===== src/hdl/scba_pkg.sv =====
`default_nettype none

package scba_pkg;

   localparam int CLASSES_DEF = 8;
   localparam int BLOCKS_DEF  = 64;
   localparam int NUM_LIMITS  = 8;
   localparam int LIMIT_W     = 16;
   localparam int SIZE_W      = 16;
   localparam int FCLASS_W    = 4;
   localparam int BLK_W       = 6;
   localparam int CLASS_W     = 3;
   localparam int STATUS_W    = 3;
   localparam int OP_W        = 2;
   localparam int PADDR_W     = 5;
   localparam int PDATA_W     = 32;
   localparam int QUEUE_DEPTH = 2;

   localparam logic CMD_ALLOC = 1'b0;
   localparam logic CMD_FREE  = 1'b1;

   localparam logic [STATUS_W-1:0] ST_OK        = 3'd0;
   localparam logic [STATUS_W-1:0] ST_ZERO      = 3'd1;
   localparam logic [STATUS_W-1:0] ST_TOO_LARGE = 3'd2;
   localparam logic [STATUS_W-1:0] ST_EXHAUSTED = 3'd3;
   localparam logic [STATUS_W-1:0] ST_NOT_POOL  = 3'd4;
   localparam logic [STATUS_W-1:0] ST_OVERFLOW  = 3'd5;

   localparam logic [OP_W-1:0] OP_DONE = 2'd0;
   localparam logic [OP_W-1:0] OP_POP  = 2'd1;
   localparam logic [OP_W-1:0] OP_PUSH = 2'd2;

   typedef logic [LIMIT_W-1:0] limit_type;

   localparam limit_type LIMIT_RESET [NUM_LIMITS] = '{
      16'd32, 16'd64, 16'd128, 16'd256, 16'd512, 16'd1024, 16'd2048, 16'd4096
   };

   typedef struct packed {
      logic [OP_W-1:0]     op;
      logic [STATUS_W-1:0] status;
      logic [CLASS_W-1:0]  cls;
      logic [BLK_W-1:0]    blk;
   } job_type;

endpackage

`default_nettype wire


===== src/hdl/scba_front.sv =====
`default_nettype none

module scba_front
   import scba_pkg::*;
#(
   parameter int CLASSES = CLASSES_DEF
) (
   input  wire logic                clock,
   input  wire logic                reset,
   input  wire logic                psel,
   input  wire logic                penable,
   input  wire logic                pwrite,
   input  wire logic [PADDR_W-1:0]  paddr,
   input  wire logic [PDATA_W-1:0]  pwdata,
   output logic      [PDATA_W-1:0]  prdata,
   output logic                     pready,
   input  wire logic                req_cmd,
   input  wire logic [SIZE_W-1:0]   req_request_size,
   input  wire logic [FCLASS_W-1:0] req_free_class,
   input  wire logic [BLK_W-1:0]    req_free_block,
   output job_type                  job
);

   localparam int IDX_W = $clog2(NUM_LIMITS);

   limit_type          limit_ff [NUM_LIMITS];
   limit_type          limit_in [NUM_LIMITS];
   logic [IDX_W-1:0]   reg_idx;
   logic               cfg_wr;
   logic               found;
   logic [CLASS_W-1:0] sel;

   assign reg_idx = paddr[IDX_W+1:2];
   assign pready  = 1'b1;
   assign cfg_wr  = psel && penable && pwrite && pready;
   assign prdata  = PDATA_W'(limit_ff[reg_idx]);

   always_comb begin
      limit_in = limit_ff;
      if (cfg_wr) begin
         limit_in[reg_idx] = pwdata[LIMIT_W-1:0];
      end
   end

   always_ff @(posedge clock) begin
      if (reset) begin
         limit_ff <= LIMIT_RESET;
      end else begin
         limit_ff <= limit_in;
      end
   end

   always_comb begin
      found = 1'b0;
      sel   = '0;
      for (int c = 0; c < CLASSES; c++) begin
         if (!found && (limit_ff[c] >= req_request_size)) begin
            found = 1'b1;
            sel   = CLASS_W'(c);
         end
      end
   end

   always_comb begin
      job.op     = OP_DONE;
      job.status = ST_OK;
      job.cls    = '0;
      job.blk    = '0;
      if (req_cmd == CMD_ALLOC) begin
         if (req_request_size == '0) begin
            job.status = ST_ZERO;
         end else if (!found) begin
            job.status = ST_TOO_LARGE;
         end else begin
            job.op  = OP_POP;
            job.cls = sel;
         end
      end else begin
         if (req_free_class >= FCLASS_W'(CLASSES)) begin
            job.status = ST_NOT_POOL;
         end else begin
            job.op  = OP_PUSH;
            job.cls = req_free_class[CLASS_W-1:0];
            job.blk = req_free_block;
         end
      end
   end

endmodule

`default_nettype wire


===== src/hdl/scba_queue.sv =====
`default_nettype none

module scba_queue
   import scba_pkg::*;
#(
   parameter int DEPTH = QUEUE_DEPTH
) (
   input  wire logic    clock,
   input  wire logic    reset,
   input  wire logic    wr_en,
   input  job_type      wr_data,
   output logic         full,
   input  wire logic    rd_en,
   output job_type      rd_data,
   output logic         valid
);

   localparam int PTR_W = (DEPTH > 1) ? $clog2(DEPTH) : 1;
   localparam int CNT_W = $clog2(DEPTH + 1);

   job_type            slot_ff [DEPTH];
   logic [PTR_W-1:0]   wptr_ff;
   logic [PTR_W-1:0]   wptr_in;
   logic [PTR_W-1:0]   rptr_ff;
   logic [PTR_W-1:0]   rptr_in;
   logic [CNT_W-1:0]   count_ff;
   logic [CNT_W-1:0]   count_in;
   logic               do_wr;
   logic               do_rd;

   assign full    = (count_ff == CNT_W'(DEPTH));
   assign valid   = (count_ff != '0);
   assign rd_data = slot_ff[rptr_ff];
   assign do_wr   = wr_en && !full;
   assign do_rd   = rd_en && valid;

   always_comb begin
      wptr_in  = wptr_ff;
      rptr_in  = rptr_ff;
      count_in = count_ff;
      if (do_wr) begin
         wptr_in = (wptr_ff == PTR_W'(DEPTH - 1)) ? '0 : wptr_ff + 1'b1;
      end
      if (do_rd) begin
         rptr_in = (rptr_ff == PTR_W'(DEPTH - 1)) ? '0 : rptr_ff + 1'b1;
      end
      if (do_wr && !do_rd) begin
         count_in = count_ff + 1'b1;
      end else if (do_rd && !do_wr) begin
         count_in = count_ff - 1'b1;
      end
   end

   always_ff @(posedge clock) begin
      if (reset) begin
         wptr_ff  <= '0;
         rptr_ff  <= '0;
         count_ff <= '0;
      end else begin
         wptr_ff  <= wptr_in;
         rptr_ff  <= rptr_in;
         count_ff <= count_in;
      end
   end

   always_ff @(posedge clock) begin
      if (do_wr) begin
         slot_ff[wptr_ff] <= wr_data;
      end
   end

endmodule

`default_nettype wire


===== src/hdl/scba_back.sv =====
`default_nettype none

module scba_back
   import scba_pkg::*;
#(
   parameter int CLASSES = CLASSES_DEF,
   parameter int BLOCKS  = BLOCKS_DEF
) (
   input  wire logic                 clock,
   input  wire logic                 reset,
   input  wire logic                 job_valid,
   input  job_type                   job,
   output logic                      job_take,
   input  wire logic                 pop,
   output logic                      empty,
   output logic      [STATUS_W-1:0]  rsp_status,
   output logic      [CLASS_W-1:0]   rsp_granted_class,
   output logic      [BLK_W-1:0]     rsp_granted_block
);

   localparam int POS_W   = $clog2(BLOCKS);
   localparam int CNT_W   = $clog2(BLOCKS + 1);
   localparam int CIDX_W  = (CLASSES > 1) ? $clog2(CLASSES) : 1;
   localparam int MDEPTH  = CLASSES * (2 ** POS_W);
   localparam int MADDR_W = $clog2(MDEPTH);

   localparam logic S_IDLE = 1'b0;
   localparam logic S_READ = 1'b1;

   logic [BLK_W-1:0]    stack_mem_ff [MDEPTH];
   logic [BLK_W-1:0]    rd_data_ff;
   logic [CNT_W-1:0]    cnt_ff [CLASSES];
   logic [CNT_W-1:0]    cnt_in [CLASSES];
   logic [CNT_W-1:0]    low_ff [CLASSES];
   logic [CNT_W-1:0]    low_in [CLASSES];
   logic                state_ff;
   logic                state_in;
   logic                out_valid_ff;
   logic                out_valid_in;
   logic [STATUS_W-1:0] out_status_ff;
   logic [STATUS_W-1:0] out_status_in;
   logic [CLASS_W-1:0]  out_cls_ff;
   logic [CLASS_W-1:0]  out_cls_in;
   logic [BLK_W-1:0]    out_blk_ff;
   logic [BLK_W-1:0]    out_blk_in;
   logic [CLASS_W-1:0]  pend_cls_ff;
   logic [CLASS_W-1:0]  pend_cls_in;
   logic [POS_W-1:0]    pend_pos_ff;
   logic [POS_W-1:0]    pend_pos_in;
   logic                fallback_ff;
   logic                fallback_in;
   logic [CIDX_W-1:0]   cidx;
   logic [CNT_W-1:0]    cur_cnt;
   logic [CNT_W-1:0]    cur_low;
   logic [CNT_W-1:0]    pos;
   logic                out_free;
   logic                mem_rd;
   logic                mem_wr;
   logic [MADDR_W-1:0]  addr;

   assign cidx     = job.cls[CIDX_W-1:0];
   assign cur_cnt  = cnt_ff[cidx];
   assign cur_low  = low_ff[cidx];
   assign pos      = cur_cnt - 1'b1;
   assign out_free = !out_valid_ff || pop;

   always_comb begin
      state_in      = state_ff;
      cnt_in        = cnt_ff;
      low_in        = low_ff;
      out_valid_in  = out_valid_ff;
      out_status_in = out_status_ff;
      out_cls_in    = out_cls_ff;
      out_blk_in    = out_blk_ff;
      pend_cls_in   = pend_cls_ff;
      pend_pos_in   = pend_pos_ff;
      fallback_in   = fallback_ff;
      job_take      = 1'b0;
      mem_rd        = 1'b0;
      mem_wr        = 1'b0;
      addr          = '0;
      if (pop && out_valid_ff) begin
         out_valid_in = 1'b0;
      end
      case (state_ff)
         S_IDLE: begin
            if (job_valid && out_free) begin
               job_take      = 1'b1;
               out_status_in = job.status;
               out_cls_in    = '0;
               out_blk_in    = '0;
               case (job.op)
                  OP_POP: begin
                     if (cur_cnt == '0) begin
                        out_valid_in  = 1'b1;
                        out_status_in = ST_EXHAUSTED;
                     end else begin
                        mem_rd       = 1'b1;
                        addr         = MADDR_W'({job.cls, pos[POS_W-1:0]});
                        cnt_in[cidx] = pos;
                        fallback_in  = (pos < cur_low);
                        if (pos < cur_low) begin
                           low_in[cidx] = pos;
                        end
                        pend_cls_in = job.cls;
                        pend_pos_in = pos[POS_W-1:0];
                        state_in    = S_READ;
                     end
                  end
                  OP_PUSH: begin
                     out_valid_in = 1'b1;
                     if (cur_cnt == CNT_W'(BLOCKS)) begin
                        out_status_in = ST_OVERFLOW;
                     end else begin
                        mem_wr        = 1'b1;
                        addr          = MADDR_W'({job.cls, cur_cnt[POS_W-1:0]});
                        cnt_in[cidx]  = cur_cnt + 1'b1;
                        out_status_in = ST_OK;
                     end
                  end
                  default: begin
                     out_valid_in = 1'b1;
                  end
               endcase
            end
         end
         S_READ: begin
            if (out_free) begin
               out_valid_in  = 1'b1;
               out_status_in = ST_OK;
               out_cls_in    = pend_cls_ff;
               out_blk_in    = fallback_ff ? BLK_W'(pend_pos_ff) : rd_data_ff;
               state_in      = S_IDLE;
            end
         end
         default: begin
            state_in = S_IDLE;
         end
      endcase
   end

   always_ff @(posedge clock) begin
      if (reset) begin
         state_ff     <= S_IDLE;
         out_valid_ff <= 1'b0;
         for (int c = 0; c < CLASSES; c++) begin
            cnt_ff[c] <= CNT_W'(BLOCKS);
            low_ff[c] <= CNT_W'(BLOCKS);
         end
      end else begin
         state_ff     <= state_in;
         out_valid_ff <= out_valid_in;
         cnt_ff       <= cnt_in;
         low_ff       <= low_in;
      end
   end

   always_ff @(posedge clock) begin
      out_status_ff <= out_status_in;
      out_cls_ff    <= out_cls_in;
      out_blk_ff    <= out_blk_in;
      pend_cls_ff   <= pend_cls_in;
      pend_pos_ff   <= pend_pos_in;
      fallback_ff   <= fallback_in;
   end

   always_ff @(posedge clock) begin
      if (mem_wr) begin
         stack_mem_ff[addr] <= job.blk;
      end
      if (mem_rd) begin
         rd_data_ff <= stack_mem_ff[addr];
      end
   end

   assign empty             = !out_valid_ff;
   assign rsp_status        = out_status_ff;
   assign rsp_granted_class = out_cls_ff;
   assign rsp_granted_block = out_blk_ff;

endmodule

`default_nettype wire


===== src/hdl/size_class_block_allocator_core.sv =====
// Segregated-fit block allocator with up to eight size classes, each holding a
// last-in-first-out stack of free block indices. Requests enter through a queue-like
// port (push/full) and are classified at once against the class limits, so the limit
// registers must only be written while the block is idle. Classified transactions wait
// in a two-entry queue for the stack engine, which retires a rejected request or a free
// from its idle state, while a successful allocate moves to a read state for the
// registered stack memory read; no transaction is taken in that state or while an
// unread result holds the output register. Results leave through an output register
// read by empty/pop. After reset every stack is full with index 0 at the bottom;
// entries that have never been written are served from a per-class low-water mark,
// so no clearing pass is needed: requests are taken from the first cycle after reset.

`default_nettype none

module size_class_block_allocator_core
   import scba_pkg::*;
#(
   parameter int CLASSES          = CLASSES_DEF,
   parameter int BLOCKS_PER_CLASS = BLOCKS_DEF
) (
   input  wire logic                clock,
   input  wire logic                reset,
   input  wire logic                psel,
   input  wire logic                penable,
   input  wire logic                pwrite,
   input  wire logic [PADDR_W-1:0]  paddr,
   input  wire logic [PDATA_W-1:0]  pwdata,
   output logic      [PDATA_W-1:0]  prdata,
   output logic                     pready,
   input  wire logic                push,
   output logic                     full,
   input  wire logic                req_cmd,
   input  wire logic [SIZE_W-1:0]   req_request_size,
   input  wire logic [FCLASS_W-1:0] req_free_class,
   input  wire logic [BLK_W-1:0]    req_free_block,
   output logic                     empty,
   input  wire logic                pop,
   output logic      [STATUS_W-1:0] rsp_status,
   output logic      [CLASS_W-1:0]  rsp_granted_class,
   output logic      [BLK_W-1:0]    rsp_granted_block
);

   job_type front_job;
   job_type back_job;
   logic    back_valid;
   logic    back_take;

   scba_front #(
      .CLASSES (CLASSES)
   ) u_front (
      .clock            (clock),
      .reset            (reset),
      .psel             (psel),
      .penable          (penable),
      .pwrite           (pwrite),
      .paddr            (paddr),
      .pwdata           (pwdata),
      .prdata           (prdata),
      .pready           (pready),
      .req_cmd          (req_cmd),
      .req_request_size (req_request_size),
      .req_free_class   (req_free_class),
      .req_free_block   (req_free_block),
      .job              (front_job)
   );

   scba_queue #(
      .DEPTH (QUEUE_DEPTH)
   ) u_queue (
      .clock   (clock),
      .reset   (reset),
      .wr_en   (push),
      .wr_data (front_job),
      .full    (full),
      .rd_en   (back_take),
      .rd_data (back_job),
      .valid   (back_valid)
   );

   scba_back #(
      .CLASSES (CLASSES),
      .BLOCKS  (BLOCKS_PER_CLASS)
   ) u_back (
      .clock             (clock),
      .reset             (reset),
      .job_valid         (back_valid),
      .job               (back_job),
      .job_take          (back_take),
      .pop               (pop),
      .empty             (empty),
      .rsp_status        (rsp_status),
      .rsp_granted_class (rsp_granted_class),
      .rsp_granted_block (rsp_granted_block)
   );

   a_reset_empty: assert property (@(posedge clock) reset |=> empty)
      else $error("Result waiting directly after reset.");

   a_status_code: assert property (@(posedge clock) disable iff (reset)
      !empty |-> (rsp_status <= ST_OVERFLOW))
      else $error("Result carries an undefined status code.");

   a_reject_zero: assert property (@(posedge clock) disable iff (reset)
      (!empty && (rsp_status != ST_OK)) |->
         ((rsp_granted_class == '0) && (rsp_granted_block == '0)))
      else $error("Rejected transaction carries a grant.");

   a_no_take_stalled: assert property (@(posedge clock) disable iff (reset)
      (back_take && !empty && !pop) |-> 1'b0)
      else $error("Stack engine took a transaction with no room for its result.");

endmodule

`default_nettype wire

===== config.mk =====
export PLATFORM = sky130hd
export DESIGN_NAME = size_class_block_allocator_core
export DESIGN_NICKNAME = d
export VERILOG_FILES = /design/src/hdl/scba_pkg.sv /design/src/hdl/scba_front.sv /design/src/hdl/scba_queue.sv /design/src/hdl/scba_back.sv /design/src/hdl/size_class_block_allocator_core.sv
export SDC_FILE = /design/constraint.sdc
export NUM_CORES = 2
export LEC_CHECK = 0
export BUFFER_PORTS_ARGS = -buffer_cell sky130_fd_sc_hd__buf_2
export CORE_MARGIN = 2
export CORE_UTILIZATION = 45
export DETAILED_ROUTE_END_ITERATION = 12
export RECOVER_POWER = 100
export SLEW_MARGIN = 20
export SYNTH_ARGS = -nofsm -noshare
export SYNTH_HDL_FRONTEND = slang
export SYNTH_SLANG_ARGS = --single-unit

===== constraint.sdc =====
create_clock -name clock -period 8.25 [get_ports clock]
set_input_delay 0.825 -clock clock [delete_from_list [all_inputs] [get_ports clock]]
set_output_delay 0.825 -clock clock [all_outputs]
set_load 0.02 [all_outputs]

Word-level counts from Yosys, hierarchy flattened
Memories as Yosys holds them, arrays and structs flattened. A register that Yosys moved wholly into a read port is not among the register bits.
Cells that the tools add are included.
{"block": "totals", "memories": 2, "output_inout_bits": 47, "word_cells": 199, "ff_bits": 268, "mem_bits_rw": 3100, "input_bits": 71}
{"block": "classes", "order_cmp": 14, "mux": 92, "reduce_logical": 38, "n_bitwise": 4, "add_sub_neg": 6, "eq_ne": 8}
{"name": "u_back.stack_mem_ff", "depth": 512, "width": 6, "read_ports": 1, "rd_ports_with_merged_regs": 1, "write_ports": 1, "line_no": "scba_back.sv:30", "rtl": "logic [BLK_W-1:0] stack_mem_ff [MDEPTH];"}
{"name": "u_queue.slot_ff", "depth": 2, "width": 14, "read_ports": 1, "rd_ports_with_merged_regs": 1, "write_ports": 1, "line_no": "scba_queue.sv:21", "rtl": "job_type slot_ff [DEPTH];"}
{"operator": "56-bit bitwise mux", "n": 3}
{"operator": "128-bit bitwise mux", "n": 1}
{"operator": "16-bit greater-or-equal comparator", "n": 8}
{"operator": "56-bit 2-to-1 mux", "n": 2}
{"operator": "56-bit one-hot mux with 2 select lines", "n": 1}
{"operator": "16-bit binary-select mux with 3-bit select", "n": 1}
{"operator": "16-bit demux with 3-bit select", "n": 1}
{"operator": "16-bit 2-to-1 mux", "n": 3}
{"operator": "9-bit 2-to-1 mux", "n": 5}
{"operator": "7-bit binary-select mux with 3-bit select", "n": 2}
{"operator": "3-bit 2-to-1 mux", "n": 14}
{"operator": "1-bit 2-to-1 mux", "n": 35}
{"operator": "7-bit 2-to-1 mux", "n": 5}
{"operator": "6-bit 2-to-1 mux", "n": 4}
{"operator": "7-bit demux with 3-bit select", "n": 1}
{"operator": "3-bit one-hot mux with 2 select lines", "n": 3}
{"operator": "9-bit one-hot mux with 2 select lines", "n": 1}
{"operator": "1-bit logical AND", "n": 17}
{"operator": "16-bit logical NOT", "n": 1}
{"operator": "4-bit greater-or-equal comparator (second input constant)", "n": 3}
{"operator": "2-bit 2-to-1 mux", "n": 6}
{"operator": "6-bit one-hot mux with 2 select lines", "n": 1}
{"operator": "1-bit logical NOT", "n": 11}
{"operator": "5-bit AND reduction", "n": 2}
{"operator": "other kinds (21)", "n": 31}

Depth between registers and ports, before layout
{"block": "logic_depth", "ltp_word": 26, "depth_mapped": 27, "ltp_nobuf": 20}

Hierarchy
A second synthesis with hierarchy kept.
{"block": "hier_totals", "cells_unflattened": 8802, "area_unflattened_um2": 131479.8}
{"module": "scba_back", "area_per_inst_um2": 121916.9, "cells_per_inst": 7670, "instances": 1, "seq_area_each_um2": 95371.5}
{"module": "scba_front", "area_per_inst_um2": 8339.2, "cells_per_inst": 1064, "instances": 1, "seq_area_each_um2": 2562.5}
{"module": "scba_queue", "area_per_inst_um2": 1223.7, "cells_per_inst": 68, "instances": 1, "seq_area_each_um2": 940.9}

Least setup slack after synthesis
OpenSTA, ideal clock, no wires.
{"block": "synth_timing", "path_kind": "register to register", "start": "memory u_queue.slot_ff[0][8] (netlist bit)", "end": "memory u_back.stack_mem_ff[110][0], enable pin", "slack_ns": 2.520, "period_less_slack_ns": 5.730, "stages_incl_launch_ff": 23, "setup_time_ns": 0.350, "arrival_ns": 5.380, "required_ns": 7.900, "n_path_buf": 9, "path_cell_list": "edfxtp_1 -> buf_2 -> mux2i_4 -> mux4_2 -> and2_1 -> nor2_1 -> clkbuf_1 -> clkbuf_1 -> ha_1 -> inv_1 -> a221o_1 -> o31a_2 -> a21oi_4 -> buf_2 -> buf_4 -> buf_2 -> buf_2 -> nand2_1 -> nor2_1 -> nand2_1 -> buf_2 -> buf_2 -> nor2_1"}
{"element": "start, declared", "line_no": "scba_queue.sv:21"}
{"element": "end, declared", "line_no": "scba_back.sv:30"}

==> impl_metrics.ini <==
[job]
cap_violations = 28

[global_routing]
grt_pass1_vias = 90200
grt_start_max_net_pins = 183
antenna_found_initial = 31
grt.total_usage_pct = 25.6
gr-total-overflow = 0
grt_pass1_wl_um = 606000

[clock_network]
clk_pin_slew_ps = 60
cts.path.max_buffers = 4
clock-sinks = 3375
h-tree-depth = 5
cts_buffers = 352
ctsHoldBuffers = 0
cts_tree = done
cts-root-buf = clkbuf_16
cts_setup_buffers = 0
insertion_delay_ps = 970
post_cts_resized = 0

[cells_and_area]
syn2layout_area_growth_pct = 11.4
final_cells = 16000
nets = 11800
fillers = 26400
final_layout_size_suffix_gt1_share_pct = 7.22

[route]
initialDrtViolationCount = 13000
ant_nets = 0
post-route-drc-count = 0
dr_wl_met2_um = 191000
vias_per_cell = 5.91
routed_wirelength_um = 415000
wl_met1_um = 171000
drt_pass1_iterations = 7
wl_met3_um = 39500
dr.max_layer_used = met5
num_vias = 94500
routedWlPerCell_um = 26.0

[synthesis]
synthTopCellsByArea = edfxtp_1 (67%), nand2_1 (8.8%), nand3_1 (5.8%)
synth_seq_area_share_pct = 70.7
synth-main-ff-cell = edfxtp_1
ys_types = 85
ys_async_sr_fraction_pct = 0
syn_area_sq_um = 140000
synth_area_per_cell_sq_um = 12.0
netlist.area_leader.share_pct = 67.2
yosysTopAreaCell = edfxtp_1
netlist_instances = 11600
ys_warn_count = 0
synth-seq-cells = 3375
synth_edf_count = 3128

[power]
p_per_area_nw_per_um2 = 292
ir_drop_mv = 0.226
p_leak_nw = 53.0

[worst_setup_path]
cp.required_ps = 9040
slowest_delay_ps = 1350
crit_type = reg -> reg
cp.arrival_ps = 8760
crit_family = simple AND/OR/NAND/NOR gates
worstPathCellList = mux2i_4 -> inv_1 -> mux4_2 -> and2_1 -> nor2_2 -> ha_1 -> inv_1 -> a221o_1 -> o31a_1 -> a22o_4 -> nor2_2 -> nand2_1 -> a31oi_1 -> nor3_1 -> and4_1 -> nand4_1
cpMaxStageDelayCell = nor2_2
crit_buf_inv = 2
critPathCaptureType = register
cp-start-kind = register
critPathMaxFanout = 21

[die]
coreArea_sq_um = 309000
initial_utilization_pct = 45.2
die_x_um = 561
die_y_um = 561
rows = 204
ios = 118
dieArea_sq_um = 315000

[outcome]
violations = max-capacitance violations, max-slew violations
outcome = finished with violations

[sta]
worst_pin_slew_ps = 4720
finalHoldViolCount = 0
setup_tns_ps = 0
max_slew_margin_pct = -214
fmax_mhz = 126
fin_worst_skew_ps = 68.6
setup_viol = 0
rsz0062_at_grt = false
fin_crit_ps = 7970
fin_crit_sh_pct = 96.6
drv_slew = 2362

[worst_hold_path]
min_path_type = in -> reg

[place]
place_inst = 15300
place.gp.congestion = 0.880
portBuffers = 82
dp_hpwl_um = 241000
==> state kept, by name (all words and copies together), names as in the netlist, 2 cells and up, named ones only <==
signal                    cells
u_back.cnt_ff                48
u_back.low_ff                56
u_back.pend_cls_ff            3
u_back.pend_pos_ff            6
u_back.rd_data_ff             6
u_back.rsp_granted_block      6
u_back.rsp_granted_class      3
u_back.rsp_status             3
u_back.stack_mem_ff        3072
u_front.limit_ff            128
u_queue.count_ff              2
u_queue.slot_ff              28
==> cell usage after synthesis, types with 28 or more instances <==
cell	instances
and3_1	167
a31oi_1	202
dfxtp_1	247
nor4_1	28
edfxtp_1	3128
a22oi_1	80
a21o_1	76
mux2i_1	202
ha_1	140
inv_1	43
o21ai_0	56
nand3_1	1634
buf_4	72
a41oi_1	51
buf_2	394
a32oi_1	43
nor3_1	79
nor2_1	658
a311oi_1	101
nand2_1	3289
nand4_1	41
clkbuf_1	245
a21oi_1	237
buf_1	91
==> logic make-up after synthesis <==
group / count (synthesis) / synth area share (%)
compound gates: 1008 / 4.99
xor+xnor: 13 / 0.0814
buf+inv: 866 / 2.95
flops: 3375 / 70.7
mux: 221 / 1.65
other cells: 2 / 0.00537
fa+ha+maj: 140 / 1.25
simple gates: 6006 / 18.3
==> where the power goes <==
| part | leakage (nW) | internal (mW) | switching, mW |
|---|---|---|---|
| Sequential | 30.2 | 20.5 | 0.0906 |
| Clock | 5.30 | 8.55 | 6.75 |
| Combinational | 17.5 | 2.19 | 7.29 |
| Total | 53.0 | 31.3 | 14.1 |
==> worst paths after layout <==
kind | startpoint | endpoint | slack (ps) | cells past startpoint
max | register | u_back.rd_data_ff[4]$_DFFE_PP_ | 280 | 16
min reg2reg | u_back.low_ff[15]$_SDFFE_PP0P_ | u_back.low_ff[15]$_SDFFE_PP0P_ | 460 | 2
min | pwdata[4] | u_front.limit_ff[68]$_SDFFE_PP0P_ | 220 | 3
max reg2reg | register | u_back.rd_data_ff[4]$_DFFE_PP_ | 280 | 16
==> through the flow <==
step | instance area (sq um) | worst slack (ps) | util (%) | hold WS [ps] | power, mW
final | 156000 | 284 | 50.4 | 220 | 45.4
after global routing | 156000 | 226 | 50.4 | 221 | 46.8
after CTS | 156000 | 789 | 50.5 | 161 | 45.4
after floorplan | 140000 | 2520 | - | 436 | 26.3
after detailed placement | 145000 | 816 | 46.9 | 450 | 30.3
after global placement | 145000 | 924 | 46.9 | 442 | 30.1
==> area by class of cell <==
type | count | area, sq um | share of cell area (%)
clock buffer | 460 | 9320 | 5.98
inverter | 49 | 186 | 0.120
sequential | 3375 | 98900 | 63.5
clock inverter | 172 | 1660 | 1.07
multi-input combinational | 7405 | 37100 | 23.8
tap | 4120 | 5150 | 3.31
timing repair buffer | 378 | 3310 | 2.13
antenna | 18 | 45.0 | 0.0289
==> metal layers <==
| metal | GRT usage, % | vias to the layer above |
|---|---|---|
| li1 | - | 42000 |
| met1 | 36.4 | 47000 |
| met2 | 40.2 | 4840 |
| met3 | 4.27 | 677 |
| met4 | 8.27 | 2 |
| met5 | 0 | - |
==> tightest hold or removal path: stages <==
cell and delay [ps]:
buf_2 150, nand2_1 70, a21oi_1 50
==> placed cells by master (no fill, tap or decap), drive strengths merged, types with 80 or more instances in the layout <==
master and instances:
ha 140, clkbuf 530, dfxtp 247, a22oi 80, a311oi 101, nor3 80
nor2 663, a31oi 202, mux2i 204, and3 167, nand2 3289, edfxtp 3128
nand3 1634, a21oi 240, clkinv 138, buf 308
No activity file was read; power rests on OpenSTA's default activity.
